--- config.mk ---
export PLATFORM = sky130hd
export DESIGN_NAME = light_gun_window_detect_unit
export DESIGN_NICKNAME = d
export VERILOG_FILES = /design/src/rtl/lgwd_pkg.sv /design/src/rtl/light_gun_window_detect_unit.sv
export SDC_FILE = /design/constraint.sdc
export NUM_CORES = 1
export LEC_CHECK = 0
export ABC_AREA = 1
export BUFFER_PORTS_ARGS = -buffer_cell sky130_fd_sc_hd__buf_2
export CORE_MARGIN = 2
export CORE_UTILIZATION = 62
export CTS_CLUSTER_DIAMETER = 40
export DETAILED_ROUTE_END_ITERATION = 8
export GPL_TIMING_DRIVEN = 0
export HOLD_SLACK_MARGIN = 0.08
export PLACE_DENSITY = 0.81
export SYNTH_ARGS = -nofsm -noshare
export SYNTH_HDL_FRONTEND = slang
export SYNTH_SLANG_ARGS = --single-unit
--- constraint.sdc ---
create_clock -name clk -period 8.05 [get_ports clk]
set_input_delay 0.805 -clock clk [delete_from_list [all_inputs] [get_ports clk]]
set_output_delay 0.805 -clock clk [all_outputs]
set_load 0.005 [all_outputs]
--- src/rtl/lgwd_pkg.sv ---
// Package for the light gun window detect unit.
// Holds field widths, register indexes, luma weights and bounds.
// No dependencies; used by light_gun_window_detect_unit.
package lgwd_pkg;

  // Field widths
  localparam int unsigned PixW    = 16;
  localparam int unsigned CoordW  = 10;
  localparam int unsigned SideW   = 11;
  localparam int unsigned RadW    = 4;
  localparam int unsigned ThrW    = 8;
  localparam int unsigned ChanW   = 8;
  localparam int unsigned CfgAddrW = 3;
  localparam int unsigned CfgDataW = 11;
  localparam int unsigned InDataW  = 40;
  localparam int unsigned OutDataW = 8;

  // Weighted sum width: 255 * 1000 and 256 * 1000 both fit in 18 bits
  localparam int unsigned LumaSumW = 18;

  // Bounds on screen side and window radius
  localparam logic [SideW-1:0] MaxSide   = SideW'(1024);
  localparam logic [RadW-1:0]  MaxRadius = RadW'(15);

  // Reset values of the configuration registers
  localparam logic [SideW-1:0] ResetWidth  = SideW'(256);
  localparam logic [SideW-1:0] ResetHeight = SideW'(240);
  localparam logic [RadW-1:0]  ResetRadius = RadW'(2);
  localparam logic [ThrW-1:0]  ResetThr    = ThrW'(128);

  // Luma weights and divisor
  localparam logic [LumaSumW-1:0] CoefR   = LumaSumW'(299);
  localparam logic [LumaSumW-1:0] CoefG   = LumaSumW'(587);
  localparam logic [LumaSumW-1:0] CoefB   = LumaSumW'(114);
  localparam logic [LumaSumW-1:0] LumaDiv = LumaSumW'(1000);

  // Configuration register indexes
  typedef enum logic [CfgAddrW-1:0] {
    REG_AIM_X     = 3'd0,
    REG_AIM_Y     = 3'd1,
    REG_SCR_W     = 3'd2,
    REG_SCR_H     = 3'd3,
    REG_RADIUS    = 3'd4,
    REG_THRESHOLD = 3'd5
  } cfg_reg_t;

  // One input pixel as held in the input register
  typedef struct packed {
    logic [PixW-1:0]   rgb;
    logic [CoordW-1:0] x;
    logic [CoordW-1:0] y;
    logic              last;
  } pixel_t;

endpackage

--- src/rtl/light_gun_window_detect_unit.sv ---
// Top level of the light gun window detect unit.
// Input register, window test, luma compare, sticky flag, output register.
// Depends on lgwd_pkg.
//
// Usage:
//   in_*  : one RGB565 pixel per transfer with its column and row in
//           in_tdata; in_tlast marks the frame-end pixel.
//   out_* : one transfer per frame-end pixel, out_tdata[0] = 1 when any
//           pixel inside the square window around the aim point had a
//           luma strictly above the threshold during that frame.
//   cfg_* : write-only registers (aim point, screen size, radius,
//           threshold), written while no pixel is in flight.
// Throughput is one pixel per cycle unless a frame-end pixel stalls:
// the window test and the weighted luma sum run between the input register
// and the result register, where a frame-end pixel raises out_tvalid.
// Reset clears both pipeline valids and the sticky flag and loads the
// register defaults. While out_tvalid waits for out_tready, pixels that
// are not frame-end keep flowing; a second frame-end pixel stalls in the
// input register until the pending result is taken.
module light_gun_window_detect_unit (
  input  logic                              clk,
  input  logic                              rst_n,
  // tdata: pixel_rgb565 [15:0], pixel_x [25:16], pixel_y [35:26], zero fill
  input  logic [lgwd_pkg::InDataW-1:0]      in_tdata,
  input  logic                              in_tlast,
  input  logic                              in_tvalid,
  output logic                              in_tready,
  // tdata: light_detected [0], zero fill
  output logic [lgwd_pkg::OutDataW-1:0]     out_tdata,
  output logic                              out_tvalid,
  input  logic                              out_tready,
  input  logic                              cfg_we,
  input  logic [lgwd_pkg::CfgAddrW-1:0]     cfg_addr,
  input  logic [lgwd_pkg::CfgDataW-1:0]     cfg_wdata
);

  // Configuration registers
  logic [lgwd_pkg::CoordW-1:0] aim_x_r, aim_y_r;
  logic [lgwd_pkg::SideW-1:0]  scr_w_r, scr_h_r;
  logic [lgwd_pkg::RadW-1:0]   radius_r;
  logic [lgwd_pkg::ThrW-1:0]   thr_r;

  // Pipeline state
  logic              a_valid_r;
  lgwd_pkg::pixel_t  a_pix_r;
  logic              hit_seen_r, hit_seen_nxt;
  logic              out_valid_r, out_valid_nxt;
  logic              out_light_r, out_light_nxt;

  // Datapath signals
  logic [lgwd_pkg::SideW-1:0]    w_cap, h_cap;
  logic [lgwd_pkg::RadW-1:0]     rad_cap;
  logic                          aim_ok, pix_ok, in_win;
  logic [lgwd_pkg::CoordW-1:0]   dx, dy;
  logic [lgwd_pkg::ChanW-1:0]    r8, g8, b8;
  logic [lgwd_pkg::LumaSumW-1:0] luma_sum, luma_lim;
  logic                          a_hit;
  logic                          out_free, a_fire, in_fire;

  // Write configuration registers
  always_ff @(posedge clk) begin
    if (!rst_n) begin
      aim_x_r  <= '0;
      aim_y_r  <= '0;
      scr_w_r  <= lgwd_pkg::ResetWidth;
      scr_h_r  <= lgwd_pkg::ResetHeight;
      radius_r <= lgwd_pkg::ResetRadius;
      thr_r    <= lgwd_pkg::ResetThr;
    end else if (cfg_we) begin
      case (lgwd_pkg::cfg_reg_t'(cfg_addr))
        lgwd_pkg::REG_AIM_X:     aim_x_r  <= cfg_wdata[lgwd_pkg::CoordW-1:0];
        lgwd_pkg::REG_AIM_Y:     aim_y_r  <= cfg_wdata[lgwd_pkg::CoordW-1:0];
        lgwd_pkg::REG_SCR_W:     scr_w_r  <= cfg_wdata[lgwd_pkg::SideW-1:0];
        lgwd_pkg::REG_SCR_H:     scr_h_r  <= cfg_wdata[lgwd_pkg::SideW-1:0];
        lgwd_pkg::REG_RADIUS:    radius_r <= cfg_wdata[lgwd_pkg::RadW-1:0];
        lgwd_pkg::REG_THRESHOLD: thr_r    <= cfg_wdata[lgwd_pkg::ThrW-1:0];
        default: ;
      endcase
    end
  end

  // Handshake: a frame-end pixel needs a free result slot, others pass
  assign out_free  = !out_valid_r || out_tready;
  assign a_fire    = a_valid_r && (!a_pix_r.last || out_free);
  assign in_tready = !a_valid_r || a_fire;
  assign in_fire   = in_tvalid && in_tready;

  // Input register
  always_ff @(posedge clk) begin
    if (!rst_n) begin
      a_valid_r <= 1'b0;
    end else if (in_tready) begin
      a_valid_r <= in_tvalid;
    end
  end

  always_ff @(posedge clk) begin
    if (in_fire) begin
      a_pix_r.rgb  <= in_tdata[15:0];
      a_pix_r.x    <= in_tdata[25:16];
      a_pix_r.y    <= in_tdata[35:26];
      a_pix_r.last <= in_tlast;
    end
  end

  // Bound screen size and radius
  always_comb begin
    w_cap   = (scr_w_r > lgwd_pkg::MaxSide) ? lgwd_pkg::MaxSide : scr_w_r;
    h_cap   = (scr_h_r > lgwd_pkg::MaxSide) ? lgwd_pkg::MaxSide : scr_h_r;
    rad_cap = (radius_r > lgwd_pkg::MaxRadius) ? lgwd_pkg::MaxRadius : radius_r;
  end

  // Window test
  always_comb begin
    aim_ok = ({1'b0, aim_x_r} < w_cap) && ({1'b0, aim_y_r} < h_cap);
    pix_ok = ({1'b0, a_pix_r.x} < w_cap) && ({1'b0, a_pix_r.y} < h_cap);
    dx = (a_pix_r.x >= aim_x_r) ? (a_pix_r.x - aim_x_r) : (aim_x_r - a_pix_r.x);
    dy = (a_pix_r.y >= aim_y_r) ? (a_pix_r.y - aim_y_r) : (aim_y_r - a_pix_r.y);
    in_win = (dx <= lgwd_pkg::CoordW'(rad_cap)) && (dy <= lgwd_pkg::CoordW'(rad_cap));
  end

  // Expand channels and compare luma: floor(sum/1000) > thr <=> sum >= (thr+1)*1000
  always_comb begin
    r8 = {a_pix_r.rgb[15:11], a_pix_r.rgb[15:13]};
    g8 = {a_pix_r.rgb[10:5],  a_pix_r.rgb[10:9]};
    b8 = {a_pix_r.rgb[4:0],   a_pix_r.rgb[4:2]};
    luma_sum = lgwd_pkg::LumaSumW'(r8) * lgwd_pkg::CoefR
             + lgwd_pkg::LumaSumW'(g8) * lgwd_pkg::CoefG
             + lgwd_pkg::LumaSumW'(b8) * lgwd_pkg::CoefB;
    luma_lim = (lgwd_pkg::LumaSumW'(thr_r) + lgwd_pkg::LumaSumW'(1)) * lgwd_pkg::LumaDiv;
    a_hit = aim_ok && pix_ok && in_win && (luma_sum >= luma_lim);
  end

  // Sticky flag and result slot
  always_comb begin
    hit_seen_nxt  = hit_seen_r;
    out_valid_nxt = out_valid_r && !out_tready;
    out_light_nxt = out_light_r;
    if (a_fire) begin
      if (a_pix_r.last) begin
        out_valid_nxt = 1'b1;
        out_light_nxt = hit_seen_r || a_hit;
        hit_seen_nxt  = 1'b0;
      end else begin
        hit_seen_nxt  = hit_seen_r || a_hit;
      end
    end
  end

  always_ff @(posedge clk) begin
    if (!rst_n) begin
      hit_seen_r  <= 1'b0;
      out_valid_r <= 1'b0;
    end else begin
      hit_seen_r  <= hit_seen_nxt;
      out_valid_r <= out_valid_nxt;
    end
  end

  always_ff @(posedge clk) begin
    out_light_r <= out_light_nxt;
  end

  assign out_tvalid = out_valid_r;
  assign out_tdata  = {{(lgwd_pkg::OutDataW-1){1'b0}}, out_light_r};

  // Checks
  a_last_clears_flag: assert property (@(posedge clk) disable iff (!rst_n)
    a_fire && a_pix_r.last |=> !hit_seen_r)
    else $error("sticky flag not cleared after frame end");

  a_last_loads_result: assert property (@(posedge clk) disable iff (!rst_n)
    a_fire && a_pix_r.last |=> out_valid_r && (out_light_r == $past(hit_seen_r || a_hit)))
    else $error("frame-end result not loaded with the flag");

  a_last_needs_slot: assert property (@(posedge clk) disable iff (!rst_n)
    a_fire && a_pix_r.last |-> !out_valid_r || out_tready)
    else $error("frame-end pixel advanced over a pending result");

  a_flag_kept: assert property (@(posedge clk) disable iff (!rst_n)
    a_fire && !a_pix_r.last && hit_seen_r |=> hit_seen_r)
    else $error("sticky flag dropped inside a frame");

  a_stall_only_when_full: assert property (@(posedge clk) disable iff (!rst_n)
    !in_tready |-> a_valid_r && a_pix_r.last && out_valid_r && !out_tready)
    else $error("input stalled without a blocked frame-end pixel");

endmodule
==> metrics.txt <==
most numerous cell in the Yosys netlist=sky130_fd_sc_hd__inv_1; CTS tree=built; CP startpoint kind=register; fin crit share=94.1%; Inserted Clock Buffers=9; Synth Instances=1567; Critical Path Fanout Max=5; Yosys reg bits=95; post-synth top area cell=sky130_fd_sc_hd__ha_1; initial core utilization=63.1%; clock input transition at the sequential cells of the worst setup and hold paths=0.07 ns; Slowest cell on crit path=sky130_fd_sc_hd__fa_1; RSZ-0062 raised after global routing=no; area of the core region=19500 um2; maximum buffer depth of the clock tree=2; ranking of synthesized cells by instance count=sky130_fd_sc_hd__inv_1, sky130_fd_sc_hd__nand2_1, sky130_fd_sc_hd__ha_1; transition at the pin with the smallest max-transition slack=0.859 ns; cts-stage hold buffer count=0; pin count of the biggest net entering global routing=38; Chip Height=145 um; type of destination of the critical path=register; global placement routability congestion=0.946; setup_tns=0 ns; Critical Path Start=a_pix_r[23]; final number of max-transition violations=0; Worst path top cell family by delay=adder cells; total of max-cap violations=0; fill cell total of the finished layout=1616; FF-to-FF Start=a_pix_r[23]; initial antenna violation count=0; sequential cell area fraction in the yosys report=18.6%; most common flop cell mapped by yosys=sky130_fd_sc_hd__dfxtp_1; number of core rows=51; num ports=70; worst slew slack as a fraction of its limit=42.7%; pwr/cell area=349 nW/um2; vias in the first global route=9977; total length of routed wires=27900 um; worst min-delay path category=reg -> reg; sum of buffers and inverters on the critical path=6; YS warnings=0; layout cell share with drive strength beyond 1=6.35%; number of distinct standard cells referenced by the synthesized netlist=41; final-report hold violation count=0; Layout Cell Area excl Fill=13300 um2; Placed Instance Area=12900 um2; nets@finish=2042; worst clock skew on the final layout=0.00841 ns; antenna viol nets, final=0; Worst IR Drop VDD=0.526 mV; Via Count=10100; routed wire length per instance=14.6 um; number of design rule violations left after detail routing=0; area share of the leading cell type in the synthesized netlist=23.7%; HP Start=scr_h_r[1]; syn_area_per_cell=7.84 um2; total setup violations reported at the end of the flow=0; Die Wd=145 um; global-route wire length before repair=46600 um; aggregate global routing overflow=0; all-layer global routing usage=28.2%; die area=20900 um2; largest stage delay on the critical path=0.61 ns; H-Tree Depth=3; input/output buffers=57; proportion of register bits with asynchronous set or reset after synthesis=0%; number of antenna cells inserted=0; Lkg Pwr=0.00728 uW; vias per cell=5.28; CTS root buffer=sky130_fd_sc_hd__clkbuf_16; TritonCTS sink count=95; synth-to-layout area growth=8.08%; Pre-Repair DR Iteration Count=5; data arrival time of the worst path=7.68 ns; run status=complete, no violations; clock latency reported for the late side of the worst-skew pair=0.35 ns; Detailed Place HPWL=23600 um; Synth Cell Area=12300 um2; data required time at the worst endpoint=8.15 ns; maximum clock rate=132 MHz; fin crit period=7.58 ns; critical path class=reg -> reg; number of enable flip-flop cells after synthesis=38; violation count after the first detailed-route iteration=462; most area-consuming cells after synthesis=sky130_fd_sc_hd__ha_1, sky130_fd_sc_hd__fa_1, sky130_fd_sc_hd__inv_1
-- cell usage in the layout (no fill, tap or decap), types with 9 or more instances in the layout --
master,Yosys,layout
sky130_fd_sc_hd__buf_4,8,16
sky130_fd_sc_hd__buf_2,3,60
sky130_fd_sc_hd__inv_1,369,368
sky130_fd_sc_hd__clkbuf_1,13,13
sky130_fd_sc_hd__edfxtp_1,38,38
sky130_fd_sc_hd__fa_1,100,100
sky130_fd_sc_hd__ha_1,233,233
sky130_fd_sc_hd__nand2_1,288,288
sky130_fd_sc_hd__a21oi_1,101,101
sky130_fd_sc_hd__clkbuf_16,0,9
sky130_fd_sc_hd__xnor2_1,17,17
sky130_fd_sc_hd__nand4_1,19,19
sky130_fd_sc_hd__xor2_1,32,32
sky130_fd_sc_hd__nor2_1,101,101
sky130_fd_sc_hd__nand3_1,64,64
sky130_fd_sc_hd__dfxtp_1,57,57
sky130_fd_sc_hd__o21ai_0,74,73
-- where the power goes --
| part | total (uW) | internal (uW) | switching (uW) | leakage (uW) |
|---|---|---|---|---|
| Combinational | 3650 | 1480 | 2170 | 0.00630 |
| Sequential | 551 | 523 | 27.6 | 0.000834 |
| Clock | 426 | 218 | 209 | 0.000145 |
-- layout make-up --
type	instances	area (um2)	share of cell area, %
Multi-Input combinational cell	1083	8500	64.0
Sequential cell	95	2280	17.2
Inverter	370	1390	10.5
Tap cell	265	332	2.50
Timing Repair Buffer	65	345	2.60
Buffer	25	135	1.02
Clock buffer	9	225	1.70
Clock inverter	7	67.6	0.509
-- routing by layer --
metal  routed length, um  share of wire (%)  track usage, %
met2               13400                 48            48.1
met4                 589                2.1            7.97
met5                   0                  0               0
met3                1370                4.9            2.27
met1               12600                 45            38.8
-- sequential cells by signal, summed over array words and instances (netlist names) --
register,count
radius_r,4
scr_w_r,11
aim_y_r,10
thr_r,8
scr_h_r,11
a_valid_r,1
out_tvalid,1
aim_x_r,10
out_light_r,1
hit_seen_r,1
a_pix_r,37
-- worst min-delay path, delay by kind of cell, from the launching register on --
family | cells | cell delay [ns]
AOI/OAI and AO/OA | 1 | 0.06
buffers and inverters | 1 | 0.07
DFF | 1 | 0.31
-- cells by family (layout without fill, tap and decap cells) --
logic type,after synthesis,count (layout),share of synthesized area [%]
AO/OA/AOI/OAI,196,196,8.42
multiplexers,3,3,0.255
XOR/XNOR,49,49,3.49
flip-flops,95,95,18.6
adder cells (fa/ha/maj),333,333,40.0
buffers and inverters,395,476,12.4
other,1,7,0.0305
AND/OR/NAND/NOR,495,495,16.8
-- final timing paths --
| path | to | cells past startpoint | slack (ns) |
|---|---|---|---|
| worst max register to register | out_light_r | 32 | 0.47 |
| worst min register to register | scr_h_r[1] | 2 | 0.48 |
| worst min-delay path | scr_h_r[1] | 2 | 0.48 |
| worst max-delay path | out_light_r | 32 | 0.47 |
-- metrics by stage --
stage | total power, uW | setup WS, ns | instances | util (%) | hold WS [ns]
6_report | 4630 | 0.473 | 1919 | 68.2 | 0.476
5_1_grt | 5250 | 0.0315 | 1919 | 68.2 | 0.496
4_1_cts | 4600 | 0.189 | 1911 | 67.9 | 0.475
3_5_place_dp | 4160 | 0.223 | 1895 | 66.4 | 0.465
3_3_place_gp | 3980 | 0.394 | 1895 | 66.4 | 0.462
2_1_floorplan | 3400 | 1.12 | 1573 | - | 0.444
-- timing repair --
action | CTS | global route
endpoints found under the hold margin | 0 | 0
setup endpoints to repair | 0 | 2
buffers inserted | 0 | 8
resized for setup | 0 | 1
Power figures use the tool's default switching activity.
